**src/rtl/dtp_pkg.sv**
```systemverilog
// Package with the types, widths and register codes of the disparity reprojection block.
package dtp_pkg;

  localparam int NSTEP = 24;
  localparam int DEN_W = 21;
  localparam int CFG_W = 20;
  localparam int OUT_W = 24;

  typedef enum logic [2:0] {
    REG_BASELINE = 3'd0,
    REG_FOCAL    = 3'd1,
    REG_DOFFS    = 3'd2,
    REG_CX       = 3'd3,
    REG_CY       = 3'd4
  } reg_idx_t;

  typedef struct packed {
    logic [DEN_W-1:0] rem;
    logic [OUT_W-1:0] work;
    logic             ovf;
  } lane_t;

  typedef struct packed {
    logic             valid;
    logic             pv;
    logic             neg_x;
    logic             neg_y;
    logic [DEN_W-1:0] den;
    lane_t            lz;
    lane_t            lx;
    lane_t            ly;
  } beat_t;

endpackage

```
**src/rtl/dtp_front.sv**
```systemverilog
// Front stage: forms the denominator, the numerators and the divider start values.
module dtp_front
  import dtp_pkg::*;
#(
  parameter int MAX_COLS = 4096,
  parameter int MAX_ROWS = 4096
) (
  input  logic             clk,
  input  logic             rst,
  input  logic             advance,
  input  logic             take,
  input  logic [15:0]      disparity,
  input  logic [11:0]      column,
  input  logic [11:0]      row,
  input  logic [CFG_W-1:0] baseline_len,
  input  logic [CFG_W-1:0] focal_len,
  input  logic [CFG_W-1:0] disp_offset,
  input  logic [CFG_W-1:0] center_x,
  input  logic [CFG_W-1:0] center_y,
  output beat_t            beat
);

  localparam logic [16:0] COL_LIM = 17'(MAX_COLS - 1);
  localparam logic [16:0] ROW_LIM = 17'(MAX_ROWS - 1);

  logic [11:0]        col_c;
  logic [11:0]        row_c;
  logic [CFG_W-1:0]   sc_x;
  logic [CFG_W-1:0]   sc_y;
  logic [CFG_W-1:0]   mag_x;
  logic [CFG_W-1:0]   mag_y;
  logic [2*CFG_W-1:0] num_x;
  logic [2*CFG_W-1:0] num_y;
  logic [2*CFG_W-1:0] num_z;
  logic [DEN_W-1:0]   den;
  beat_t              beat_next;

  function automatic lane_t start_lane(input logic [2*CFG_W-1:0] num,
                                       input logic [DEN_W-1:0] d);
    lane_t l;
    l.rem  = DEN_W'(num[2*CFG_W-1:OUT_W]);
    l.work = num[OUT_W-1:0];
    l.ovf  = DEN_W'(num[2*CFG_W-1:OUT_W]) >= d;
    return l;
  endfunction

  always_comb begin
    col_c = ({5'b0, column} > COL_LIM) ? COL_LIM[11:0] : column;
    row_c = ({5'b0, row} > ROW_LIM) ? ROW_LIM[11:0] : row;
    sc_x  = {2'b0, col_c, 6'b0} + {4'b0, col_c, 4'b0};
    sc_y  = {2'b0, row_c, 6'b0} + {4'b0, row_c, 4'b0};
    mag_x = (sc_x < center_x) ? center_x - sc_x : sc_x - center_x;
    mag_y = (sc_y < center_y) ? center_y - sc_y : sc_y - center_y;
    num_x = mag_x * baseline_len;
    num_y = mag_y * baseline_len;
    num_z = baseline_len * focal_len;
    den   = {5'b0, disparity} + {1'b0, disp_offset};
    beat_next.valid = take;
    beat_next.pv    = den != '0;
    beat_next.neg_x = sc_x < center_x;
    beat_next.neg_y = sc_y < center_y;
    beat_next.den   = den;
    beat_next.lz    = start_lane(num_z, den);
    beat_next.lx    = start_lane(num_x, den);
    beat_next.ly    = start_lane(num_y, den);
  end

  always_ff @(posedge clk) begin
    if (rst) begin
      beat.valid <= 1'b0;
    end else if (advance) begin
      beat <= beat_next;
    end
  end

endmodule

```
**config.mk**
```make
export PLATFORM = sky130hd
export DESIGN_NAME = dtp_front
export DESIGN_NICKNAME = d
export VERILOG_FILES = /design/src/rtl/dtp_pkg.sv /design/src/rtl/dtp_front.sv
export SDC_FILE = /design/constraint.sdc
export NUM_CORES = 2
export LEC_CHECK = 0
export ABC_AREA = 1
export BUFFER_PORTS_ARGS = -buffer_cell sky130_fd_sc_hd__buf_2
export CAP_MARGIN = 30
export CORE_MARGIN = 2
export CORE_UTILIZATION = 50
export CTS_CLUSTER_SIZE = 8
export DETAILED_ROUTE_END_ITERATION = 7
export PLACE_DENSITY_LB_ADDON = 0.05
export RECOVER_POWER = 100
export SYNTH_ARGS = -nofsm -noshare
export SYNTH_HDL_FRONTEND = slang
export SYNTH_SLANG_ARGS = --single-unit
```
**constraint.sdc**
```tcl
create_clock -name clk -period 28.2 [get_ports clk]
set_input_delay 2.82 -clock clk [delete_from_list [all_inputs] [get_ports clk]]
set_output_delay 2.82 -clock clk [all_outputs]
set_load 0.01 [all_outputs]
```
Word level (Yosys, flattened, before mapping)
Cells that the tools add are included.
- bits of input ports: 144
- memory bits (read-only): 0
- register bits: 148
- RAM bits: 0
- output and inout bits: 163
- bits in latches: 0
- memories kept: 0
- equality and inequality tests: 0
- divide/modulo/power cells: 0
- reductions and logical operators: 2
- $mul: 3
- add/sub/neg operators: 7
- shifts and indexed selects: 0
- muxes and demuxes: 2
- bitwise logic cells: 1
- order comparisons: 5
- operators with widths (operator ; number):
    20-bit by 20-bit multiplier with 40-bit output ; 3
    16-bit by 21-bit greater-or-equal comparator with 1-bit output ; 3
    19-bit by 20-bit < comparator with 1-bit output ; 2
    20-bit 2-to-1 mux ; 2
    19-bit by 20-bit subtractor with 20-bit output ; 2
    20-bit by 19-bit subtractor with 20-bit output ; 2
    18-bit by 16-bit adder with 19-bit output ; 2
    16-bit by 20-bit adder with 21-bit output ; 1
    21-bit nonzero test ; 1
    2-bit AND reduction ; 1
    1-bit NOT ; 1

Logic depth before layout (Yosys ltp)
- depth after elaboration: 5
- depth in mapped cells: 63
- gate-level depth less buffers: 61

Least setup slack after synthesis
OpenSTA, ideal clock, no wires.
- path type: input port to flip-flop
- start: in column[0]
- end: reg beat[46] (netlist name) (data pin)
- data arrival time: 11.740 ns
- buffers on the path: 3
- setup slack: 16.205 ns
- data required time: 27.945 ns
- stages on the path: 52
- cells stage by stage: ha_1 > inv_1 > fa_1 > o21ai_0 > nand2_1 > nand3_1 > a21oi_1 > o21bai_1 > nand2_1 > nor2_1 > ha_1 > buf_2 > nand2_1 > o21ai_0 > a21oi_2 > nand2_1 > nor2_4 > buf_8 > (+16 left out) > inv_1 > ha_1 > nand2_1 > nor2_1 > nand2_1 > o21ai_0 > nand3_1 > nand2_1 > xor2_1 > ha_1 > a21oi_1 > o21ai_0 > a21oi_1 > nand2_1 > nand3_1 > nand2_1 > a21oi_1 > nor2_1
- RTL lines (item ; RTL line ; text):
    from (decl) ; dtp_front.sv:13 ; input logic [11:0] column,
    to (signal assigned) ; dtp_front.sv:72 ; beat <= beat_next;
    to (decl) ; dtp_front.sv:20 ; output beat_t beat

==> metrics.md <==
| Metric | Value |
|---|---|
| Status | complete, but fails checks |
| Failing checks | capacitance limit, slew limit |
| Most frequent cells in the layout | inv_1 (1,672), nand2_1 (1,217), fa_1 (965) |
| Crit path arrival time | 17.74 ns |
| Initial Utilization | 50.5% |
| Vias | 46,400 |
| Main synth FF type | edfxtp_1 |
| Post-synth top area cell | fa_1 |
| Multiplexer share of the synthesized area | 0% |
| TritonCTS Buffers | 17 |
| TritonCTS clock tree | yes |
| DR pass1 iterations | 6 |
| Yosys cell types | 54 |
| Number of enable flip-flop cells after synthesis | 147 |
| First-pass GRT wire length | 293,000 um |
| Headroom to the max-slew limit | -164% |
| CTS Buffer Depth | 2 |
| RSZ-0062 raised after global routing | false |
| Cells after Synth | 6,931 |
| Xor/xnor cell area share of the yosys netlist | 2.47% |
| Maxcap violations | 5 |
| Routability cong. | 0.982 |
| Skew final | 0 ns |
| Die Y | 333 um |
| Flops & latches, synth | 148 |
| CORE AREA | 0.107 mm2 |
| GRT Residual Overflow | 0 |
| Layout cell share with drive strength beyond 1 | 4.65% |
| DR vias/cell | 5.47 |
| Synth top area share | 35.7% |
| Final WL | 188,000 um |
| Slowest CP cell | clkinvlp_2 |
| Number of flip-flops in the largest register | 148 |
| Critical Path Start Type | input pin |
| Clk_lat worst skew | 0.49 ns |
| Mapped Area | 0.0542 mm2 |
| CTS Sinks | 148 |
| WL per Instance | 22.2 um |
| Final min period | 17.53 ns |
| Worst Tran Pin Value | 3.96 ns |
| Adder-Cell Fraction of Synth Area | 49.4% |
| Root buf cell | clkbuf_16 |
| Critical path's most frequent cell | nand2_1 |
| Crit path max fanout | 22 |
| Die area | 0.111 mm2 |
| Die X | 333 um |
| YS warnings | 0 |
| Critical Path Sink Type | register |
| Num rows | 120 |
| Mapped Avg Cell Area | 7.82 um2 |
| Max incr delay on CP | 2.05 ns |
| GRT Total Usage | 34.8% |
| H-tree depth | 4 |
| Io pins | 307 |
| Post-CTS Resized | 0 |
| Placed instance count | 8,438 |
| Most common cell after layout, fill and taps aside | inv_1 |
| FFs w/ async S/R, synth | 0% |
| Hpwl dp | 156,000 um |
| Post-synthesis sequential area ratio | 8.18% |
| Final period utilization | 62.2% |
| Worst-path clk slew | 0.08 ns |
| Iteration-0 DRC Markers | 3,444 |
| Worst Hold Class | register to register |
| Vias in the first global route | 49,100 |
| Hold Crit Depth | 2 |
| WHS | 0.489 ns |
| Post-route ant nets | 0 |
| Port bufs | 291 |
| R2R cell count | 2 |
| Final Non-Filler Cells | 8,474 |
| Peak Freq | 57.0 MHz |
| Synth Area in Simple Gates | 20.5% |
| Fin nets | 8,758 |
| Filler Cell Count | 10,900 |
| Setup violators final | 0 |
| Largest net degree at the start of global routing | 76 |
| Fin. max-slew vios | 212 |
| Setup Crit Path Kind | input pin to register |
| Largest Register | beat |
| Biggest registers after layout | beat (148) |
| Final hold violation count | 0 |
| Setup TNS | 0 ns |
| Worst Path Required | 28.41 ns |
| CTS Hold Bufs | 0 |
| Post-synthesis compound-gate area fraction | 5.39% |
| Area grow syn2layout | 5.08% |
| Top cells by area, synth | fa_1 (36%), ha_1 (14%), inv_1 (12%) |
| DRC | 0 |
| Main combinational cell family by area after synthesis | adder cells |
| Initial antenna violation count | 3 |
| Post-CTS Repair Setup Buffers | 0 |
synthesized netlist by cell type (3+ instances only):
cell type and count:
clkinv_1 7, xor2_1 123, o21a_1 11, clkbuf_1 151, o21bai_1 25, nand3_1 522, nand2_1 1208, edfxtp_1 147
o21ai_2 7, buf_4 30, nor2_2 22, ha_1 594, nand3_2 9, xnor2_1 30, nor2_1 669, o21ai_4 7
buf_6 15, o211ai_1 3, fa_1 965, nor4_1 7, a21o_1 21, and2_1 3, buf_8 4, nor3_1 45
a31oi_1 7, inv_1 1670, inv_2 9, nand2_2 44, nand4_1 46, buf_1 15, o2111ai_1 3, nand3b_1 8
a21boi_0 12, buf_2 37, o21ai_1 10, o21ai_0 138, nand2_4 20, a21oi_1 262, and3_1 3
path summary, 6_finish.rpt:
kind                                start  slack, ns         to
worst max-delay path               row[0]      10.67    beat[0]
worst min-delay path            beat[162]       0.49  beat[162]
worst max register to register  beat[162]      27.61  beat[162]
worst min register to register  beat[162]       0.49  beat[162]
layout make-up:
cell class	count	area [um2]	share of cell area [%]
Antenna cell	3	7.51	0.0132
Clock buffer	17	425	0.747
Clock inverter	15	173	0.303
Inverter	1687	6330	11.1
Multi-Input combinational cell	4857	42200	74.0
Sequential cell	148	4430	7.79
Tap cell	1403	1760	3.08
Timing Repair Buffer	344	1650	2.89
routing by layer:
layer	wire length, um	global-route usage (%)	vias up	part of all wire, %
met2	92100	60.3	1794	49
met5	0	0	-	0
met4	9240	14.9	0	4.9
li1	-	-	21200	-
met3	12100	4.44	414	6.5
met1	74300	43.8	23000	40
worst max-delay path, delay by kind of cell:
family,cells,cell delay (ns)
AOI/OAI and AO/OA,8,1.73
xor gates and xnor gates,2,0.52
adders and majority gates,12,5.11
buffers and inverters,11,2.67
and+or+nand+nor,17,4.83
per-stage QoR:
step                util (%)  area [um2]  setup slack, ns
finish                  53.1       56900            10.67
global route            53.1       56900             9.62
CTS                     53.3       57200            14.02
detailed placement      52.8       56600            13.49
global placement        52.7       56500            13.57
floorplan                  -       54200            16.21
kinds of logic after synthesis:
family                   after synthesis
XOR/XNOR                             153
other                                  1
AND/OR/NAND/NOR                     2615
buffers and inverters               1940
flip-flops                           148
AO/OA/AOI/OAI                        515
adder cells (fa/ha/maj)             1559
Power is left out: the tool's default activity adds up to more than one toggle a clock period on the data nets, which glitch-free logic cannot reach.
