## config.mk

```make
export PLATFORM = sky130hd
export DESIGN_NAME = dtp_div_cell
export DESIGN_NICKNAME = d
export VERILOG_FILES = /design/src/rtl/dtp_pkg.sv /design/src/rtl/dtp_div_cell.sv
export SDC_FILE = /design/constraint.sdc
export NUM_CORES = 1
export LEC_CHECK = 0
export BUFFER_PORTS_ARGS = -buffer_cell sky130_fd_sc_hd__buf_2
export CAP_MARGIN = 20
export CORE_ASPECT_RATIO = 0.6
export CORE_MARGIN = 2
export CORE_UTILIZATION = 50
export DETAILED_ROUTE_END_ITERATION = 12
export PLACE_DENSITY = 0.8
export SETUP_SLACK_MARGIN = 0.05
export SLEW_MARGIN = 20
export SYNTH_ARGS = -nofsm -noshare
export SYNTH_HDL_FRONTEND = slang
export SYNTH_SLANG_ARGS = --single-unit
```

## constraint.sdc

```tcl
create_clock -name clk -period 11.91 [get_ports clk]
set_input_delay 2.382 -clock clk [delete_from_list [all_inputs] [get_ports clk]]
set_output_delay 2.382 -clock clk [all_outputs]
set_load 0.05 [all_outputs]
```

## src/rtl/dtp_pkg.sv

```systemverilog
// Package with the types, widths and register codes of the disparity reprojection block.
package dtp_pkg;

  localparam int NSTEP = 24;
  localparam int DEN_W = 21;
  localparam int CFG_W = 20;
  localparam int OUT_W = 24;

  typedef enum logic [2:0] {
    REG_BASELINE = 3'd0,
    REG_FOCAL    = 3'd1,
    REG_DOFFS    = 3'd2,
    REG_CX       = 3'd3,
    REG_CY       = 3'd4
  } reg_idx_t;

  typedef struct packed {
    logic [DEN_W-1:0] rem;
    logic [OUT_W-1:0] work;
    logic             ovf;
  } lane_t;

  typedef struct packed {
    logic             valid;
    logic             pv;
    logic             neg_x;
    logic             neg_y;
    logic [DEN_W-1:0] den;
    lane_t            lz;
    lane_t            lx;
    lane_t            ly;
  } beat_t;

endpackage

```

## src/rtl/dtp_div_cell.sv

```systemverilog
// Divider cell: produces one quotient bit for each of the three lanes.
module dtp_div_cell
  import dtp_pkg::*;
(
  input  logic  clk,
  input  logic  rst,
  input  logic  advance,
  input  beat_t beat_in,
  output beat_t beat_out
);

  beat_t beat_next;

  function automatic lane_t step(input lane_t l, input logic [DEN_W-1:0] d);
    lane_t    o;
    logic [DEN_W:0] r2;
    logic     ge;
    r2 = {l.rem, l.work[OUT_W-1]};
    ge = r2 >= {1'b0, d};
    o.rem  = ge ? DEN_W'(r2 - {1'b0, d}) : r2[DEN_W-1:0];
    o.work = {l.work[OUT_W-2:0], ge};
    o.ovf  = l.ovf;
    return o;
  endfunction

  always_comb begin
    beat_next    = beat_in;
    beat_next.lz = step(beat_in.lz, beat_in.den);
    beat_next.lx = step(beat_in.lx, beat_in.den);
    beat_next.ly = step(beat_in.ly, beat_in.den);
  end

  always_ff @(posedge clk) begin
    if (rst) begin
      beat_out.valid <= 1'b0;
    end else if (advance) begin
      beat_out <= beat_next;
    end
  end

endmodule

```

---- Yosys cells after proc, flatten, opt, wreduce, memory -nomap -nowiden ----
Cells that the tools add are included.
storage, ports and cells
  bits in registers ....................... 163
  latch bits .............................. 0
  memory bits (writable) .................. 0
  memory bits (read-only) ................. 0
  bits of input ports ..................... 166
  output and inout port bits .............. 163
  logic and storage cells ................. 25
  memories kept ........................... 0
cells by class
  $add $sub $neg .......................... 3
  multipliers ............................. 0
  divide/modulo/power cells ............... 0
  $lt $le $gt $ge ......................... 3
  equal/unequal tests ..................... 0
  shifts and indexed selects .............. 0
  multiplexer cells ....................... 3
  bitwise gates (word level) .............. 1
  reduce and logical (&&, ||, !) cells .... 1
operator list
  operator           number
  $ge A22 B21 Y1     3
  $mux W21           3
  $sub A21 B21 Y21   3
  $reduce_and A2 Y1  1
  $not A1 Y1         1

---- Depth between registers and ports, before layout ----
Gate-level depths: netlist of run 1.
  word-level depth ........................ 2
  depth in mapped cells ................... 15
  mapped depth without buffers ............ 13

---- Least setup slack after synthesis of run 1 ----
No wires, ideal clock.
  path type ............................... input to register
  start ................................... input port rst
  end ..................................... register beat_out[0] (netlist name), enable pin
  arrival ................................. 9.561 ns
  data required time ...................... 11.202 ns
  setup slack ............................. 1.641 ns
  cell stages on the path ................. 1
  buffers on the path ..................... 0
  path through ............................ nor2b_1
between the ends
  word-level cells in the longest chain between the ends .. 2
RTL lines
  what                         RTL line            RTL
  start: declaration           dtp_div_cell.sv:6   input logic rst,
  $not A1 Y1 (no line)         -
  $reduce_and A2 Y1 (no line)  -
  end signal: assignment       dtp_div_cell.sv:37  beat_out <= beat_next;
  end: declaration             dtp_div_cell.sv:9   output beat_t beat_out
Every way passes these cells.
A chain may end at the register's enable or synchronous reset.

==> results of run 1 <==
critical path, stage by stage:
cell	delay, ns
buf_2	0.09
inv_1	0.08
ha_1	0.42
a21oi_1	0.16
o22ai_1	0.27
o21ai_2	0.12
a31oi_2	0.30
a21oi_2	0.14
o21ai_1	0.22
a21o_1	0.49
buf_4	0.35
mux2_2	0.36
path summary, 6_finish.rpt:
kind                                                    to  cells past startpoint  slack, ns                       start
worst min-delay path            beat_out[162]$_SDFFE_PP0P_                      2       0.52  beat_out[162]$_SDFFE_PP0P_
worst max-delay path               beat_out[118]$_DFFE_PP_                     12       6.70                beat_in[142]
worst max register to register  beat_out[162]$_SDFFE_PP0P_                      2      11.32  beat_out[162]$_SDFFE_PP0P_
worst min register to register  beat_out[162]$_SDFFE_PP0P_                      2       0.52  beat_out[162]$_SDFFE_PP0P_
power breakdown:
part | total, W | internal (W) | leakage [nW] | switching, W
clock | 0.000554 | 0.000288 | 0.294 | 0.000267
sequential | 0.000706 | 0.000693 | 1.54 | 0.0000132
combinational | 0.000484 | 0.000151 | 3.06 | 0.000333
total | 0.00174 | 0.00113 | 4.89 | 0.000613
cell type report:
type	instances	area [µm²]
inverter	45	169
clock inverter	14	163
clock buffer	18	439
fill	1389	5890
multi-input combinational	499	3560
timing repair buffer	333	1680
sequential	163	4880
tap	234	293
cell families (layout without fill, tap and decap cells):
logic type | Yosys count | after routing
adders and majority gates | 66 | 66
xor gates and xnor gates | 49 | 49
and+or+nand+nor | 173 | 173
AOI/OAI and AO/OA | 186 | 186
buffers and inverters | 64 | 410
DFF | 163 | 163
muxes | 25 | 25
cell usage after synthesis (2+ instances only):
| cell type | count |
|---|---|
| o31a_1 | 2 |
| inv_1 | 45 |
| fa_1 | 3 |
| and2_1 | 4 |
| mux2_2 | 21 |
| and4_1 | 4 |
| o21bai_1 | 11 |
| mux2_4 | 2 |
| clkbuf_1 | 10 |
| o21ai_1 | 3 |
| buf_2 | 4 |
| nand2_1 | 23 |
| a21oi_2 | 4 |
| nor2b_1 | 14 |
| a21oi_1 | 84 |
| o21a_1 | 7 |
| nand4_1 | 9 |
| a21o_1 | 16 |
| o21ai_2 | 3 |
| a31o_2 | 2 |
| a311oi_1 | 2 |
| o2111ai_1 | 2 |
| xnor2_1 | 34 |
| xor2_1 | 15 |
| nand3_1 | 13 |
| buf_6 | 4 |
| a31oi_1 | 2 |
| nor3_1 | 12 |
| or2_2 | 2 |
| o22ai_1 | 2 |
| mux2i_1 | 2 |
| ha_1 | 63 |
| nand2b_1 | 7 |
| o31ai_1 | 3 |
| a41oi_1 | 2 |
| nor2_1 | 74 |
| nor4_1 | 4 |
| edfxtp_1 | 162 |
| a211oi_1 | 7 |
| and3_1 | 4 |
| o21ai_0 | 23 |
metrics by stage:
stage	setup slack (ns)	utilization, %	hold WS [ns]
floorplan	1.64	-	0.733
global placement	6.47	62.0	0.494
detailed placement	6.35	62.0	0.489
CTS	6.79	65.5	0.513
global route	6.54	65.5	0.542
finish	6.70	65.5	0.517
metal layers:
metal,wire length (µm),GRT usage [%]
met1,10600,37.5
met2,10400,37.5
met3,2580,7.01
met4,255,5.70
met5,27,0
==> reports/metrics.yaml, run 1 <==
wl_per_cell_um: 18.3
antenna_found_initial: 2
drv_cap: 0
overflow: 0
synth-seq-cells: 163
cts.path.max_buffers: 2
hpwl_um: 18700
clock_sinks: 163
critPathCaptureType: "flip-flop"
clock_skew_ns: 0
p_leak_nw: 4.89
routabilityCongestion: 0.905
status: "finished, final reports clean"
grt_max_degree: 77
p_per_area_nw_per_um2: 156
dr.pass1.iters: 7
synth_top_area_share_pct: 55.8
die_w_um: 174
regMostFlops: "beat_out"
initial_core_util_pct: 51.0
ys_dominant_reg_cell: "edfxtp_1"
via_per_inst: 5.39
ys_async_sr_fraction_pct: 0
largest_register_ff_count: 163
synth_xor_area_share_pct: 4.92
worst_slew_pin_slew_ns: 0.990
yosys-top-cells-area: "edfxtp_1 56%, ha_1 9.0%, a21oi_1 4.8%"
postCtsSetupRepairBufs: 0
relSlewSlack_pct: 34.0
numCtsBuffers: 17
synth_area_um2: 8720
antenna_cells: 0
synthToLayoutAreaGrowth_pct: 28.3
fin_crit_ns: 5.21
cts_hold_buf: 0
synth_top_family_by_area: "compound AO/OA/AOI/OAI gates"
cts_root_buf: "clkbuf_16"
clk-insertion-delay-late_ns: 0.42
fin_crit_sh_pct: 43.7
yosys.area_share.simple_pct: 9.43
worstPathMaxFanout: 19
synth_area_per_cell_um2: 12.0
synth_compound_area_share_pct: 13.4
numPlacedInstances: 1274
finalNonFillerCells: 1306
final_cell_mix: "328 x buf_2, 162 x edfxtp_1, 84 x a21oi_1"
grt_pass1_vias: 6473
setup_violations: 0
arrival_ns: 5.37
die_area_um2: 18500
fin_area_um2: 11200
tritoncts: "built"
drc: 0
syn_inst: 726
final_common_cell: "buf_2"
grt_usage_pct: 25.4
path_class: "in -> reg"
fin_setup_tns_ns: 0
ys_seq_area_share_pct: 56.0
synth_edf_count: 162
clk_pin_slew_ns: 0.08
pin_count: 329
post_cts_resized: 0
top_regs: "beat_out (163)"
cp.required_ns: 12.08
maxSlewViolCount: 0
yosys.area_share.adder_pct: 9.73
rsz0062_at_grt: "false"
htree_levels: 4
fp.coreArea_um2: 17100
ir_drop_v: 0.0000848
synth.distinct_cells: 57
syn-num-nets: 958
yosys_warnings: 0
place_area_um2: 10600
drt.antenna.violating_nets: 0
drtIter0Drc: 713
max_freq_ghz: 0.192
synth_mux_area_share_pct: 3.29
rows: 37
via_count: 7041
portBuffers: 328
cp-start-kind: "input pin"
hold_viol_final: 0
synth_top_cell_by_area: "edfxtp_1"
power.total_w: 0.00174
min_path_type: "reg -> reg"
die_y_um: 106
grt_pass1_wl_um: 35900
design.final.nets: 1291
layout-drive-gt1-share_pct: 37.5
drt_wl_total_um: 23900
No activity file was read; power rests on OpenSTA's default activity.
==> run 2: changes to the inputs <==
- CORE_UTILIZATION: 50 -> 45
- PLACE_DENSITY: 0.8 -> 0.76
- clock period: 11.91 -> 4.74 ns (I/O delays scaled with it)
==> run 2 against run 1 <==
  * Total power rose to 2.5 times the previous value
  * Combinational power rose to 2.6 times the previous value
  * Hold slack improved by 0.00051 ns
  * Flip-flop and latch count did not move
  * Critical endpoint is now beat_out[136]$_DFFE_PP_
  * Sequential share of layout area fell by 0.19 points
==> reports/metrics.yaml, run 2 (synthesized netlist as in run 1, its figures left out) <==
overflow: 0
routabilityCongestion: 0.907
initial_core_util_pct: 45.8
drtIter0Drc: 659
wl_per_cell_um: 19.4
path_class: "in -> reg"
critPathCaptureType: "flip-flop"
setup_violations: 0
final_common_cell: "buf_2"
ir_drop_v: 0.000275
p_leak_nw: 4.90
grt_pass1_wl_um: 37900
portBuffers: 328
worst_slew_pin_slew_ns: 0.993
pre_cts_ws_ns: 0.334
clk_pin_slew_ns: 0.06
rsz0062_at_grt: "false"
htree_levels: 4
power.total_w: 0.00444
worst_slack_ns: 0.847
clock_skew_ns: 0
cp-start-kind: "input pin"
hold_viol_final: 0
die_y_um: 112
max_freq_ghz: 0.257
post_cts_resized: 0
grt_max_degree: 63
postCtsSetupRepairBufs: 0
grt_usage_pct: 24.9
arrival_ns: 3.98
post-route-util_pct: 59.1
maxSlewViolCount: 0
die_area_um2: 20500
worstPathMaxFanout: 28
hpwl_um: 20200
cp.required_ns: 4.83
via_per_inst: 5.41
design.final.nets: 1292
p_per_area_nw_per_um2: 395
synthToLayoutAreaGrowth_pct: 28.9
drt_wl_total_um: 25600
final_cell_mix: "328 x buf_2, 162 x edfxtp_1, 84 x a21oi_1"
relSlewSlack_pct: 33.7
antenna_found_initial: 2
clk-insertion-delay-late_ns: 0.44
fin_crit_sh_pct: 82.1
fp.coreArea_um2: 19000
die_w_um: 184
min_path_type: "reg -> reg"
regMostFlops: "beat_out"
cts_hold_buf: 0
clock_sinks: 163
fin_setup_tns_ns: 0
largest_register_ff_count: 163
fin_crit_ns: 3.89
drv_cap: 0
pin_count: 329
drt.antenna.violating_nets: 0
layout-drive-gt1-share_pct: 37.6
grt_pass1_vias: 6617
cts.path.max_buffers: 2
status: "finished, final reports clean"
rows: 39
tritoncts: "built"
top_regs: "beat_out (163)"
cts_root_buf: "clkbuf_16"
numCtsBuffers: 17
via_count: 7147
drc: 0
dr.pass1.iters: 5
==> run 2: metal layers <==
layer | global-route usage, % | share of wire, % | vias up
li1 | - | - | 3381
met1 | 34.6 | 43 | 3353
met2 | 37.5 | 44 | 378
met3 | 8.01 | 11 | 33
met4 | 7.25 | 1.6 | 2
met5 | 0 | 0.051 | -
==> run 2: worst paths after layout <==
kind	from	end	slack, ns	cells after the start
worst max-delay path	beat_in[142]	beat_out[136]$_DFFE_PP_	0.85	11
worst max register to register	beat_out[162]$_SDFFE_PP0P_	beat_out[162]$_SDFFE_PP0P_	4.14	2
worst min-delay path	beat_out[162]$_SDFFE_PP0P_	beat_out[162]$_SDFFE_PP0P_	0.52	2
worst min register to register	beat_out[162]$_SDFFE_PP0P_	beat_out[162]$_SDFFE_PP0P_	0.52	2
==> run 2: report_power, final <==
group          total [W]  internal, W  switching, W
clock network    0.00143     0.000842      0.000586
logic            0.00124     0.000383      0.000854
registers        0.00177      0.00174     0.0000297
total            0.00444      0.00297       0.00147
==> run 2: worst max-delay path, cell delays in order <==
cell and delay, ns:
buf_2 0.10, inv_1 0.09, ha_1 0.44, a21oi_1 0.17
o22ai_1 0.29, o21ai_2 0.12, a31oi_2 0.29, a21oi_2 0.15
o21ai_1 0.22, a21o_1 0.82, a41oi_1 0.34
==> run 2: final cells by class <==
class,count,area [µm²]
fillers,1615,7790
well taps,246,308
clock buffers,19,443
multi-input cells,499,3560
flip-flops and latches,163,4880
repair buffers,334,1710
clock inverters,13,158
diodes,1,2.50
inverters,45,169
==> run 2: stage by stage <==
stage / hold WS (ns) / cell area (µm²) / cells
after CTS: 0.521 / 11200 / 1319
after detailed placement: 0.506 / 10600 / 1287
after global placement: 0.476 / 10600 / 1287
after global routing: 0.545 / 11200 / 1320
after floorplan: 0.733 / 8730 / 726
final: 0.517 / 11200 / 1320
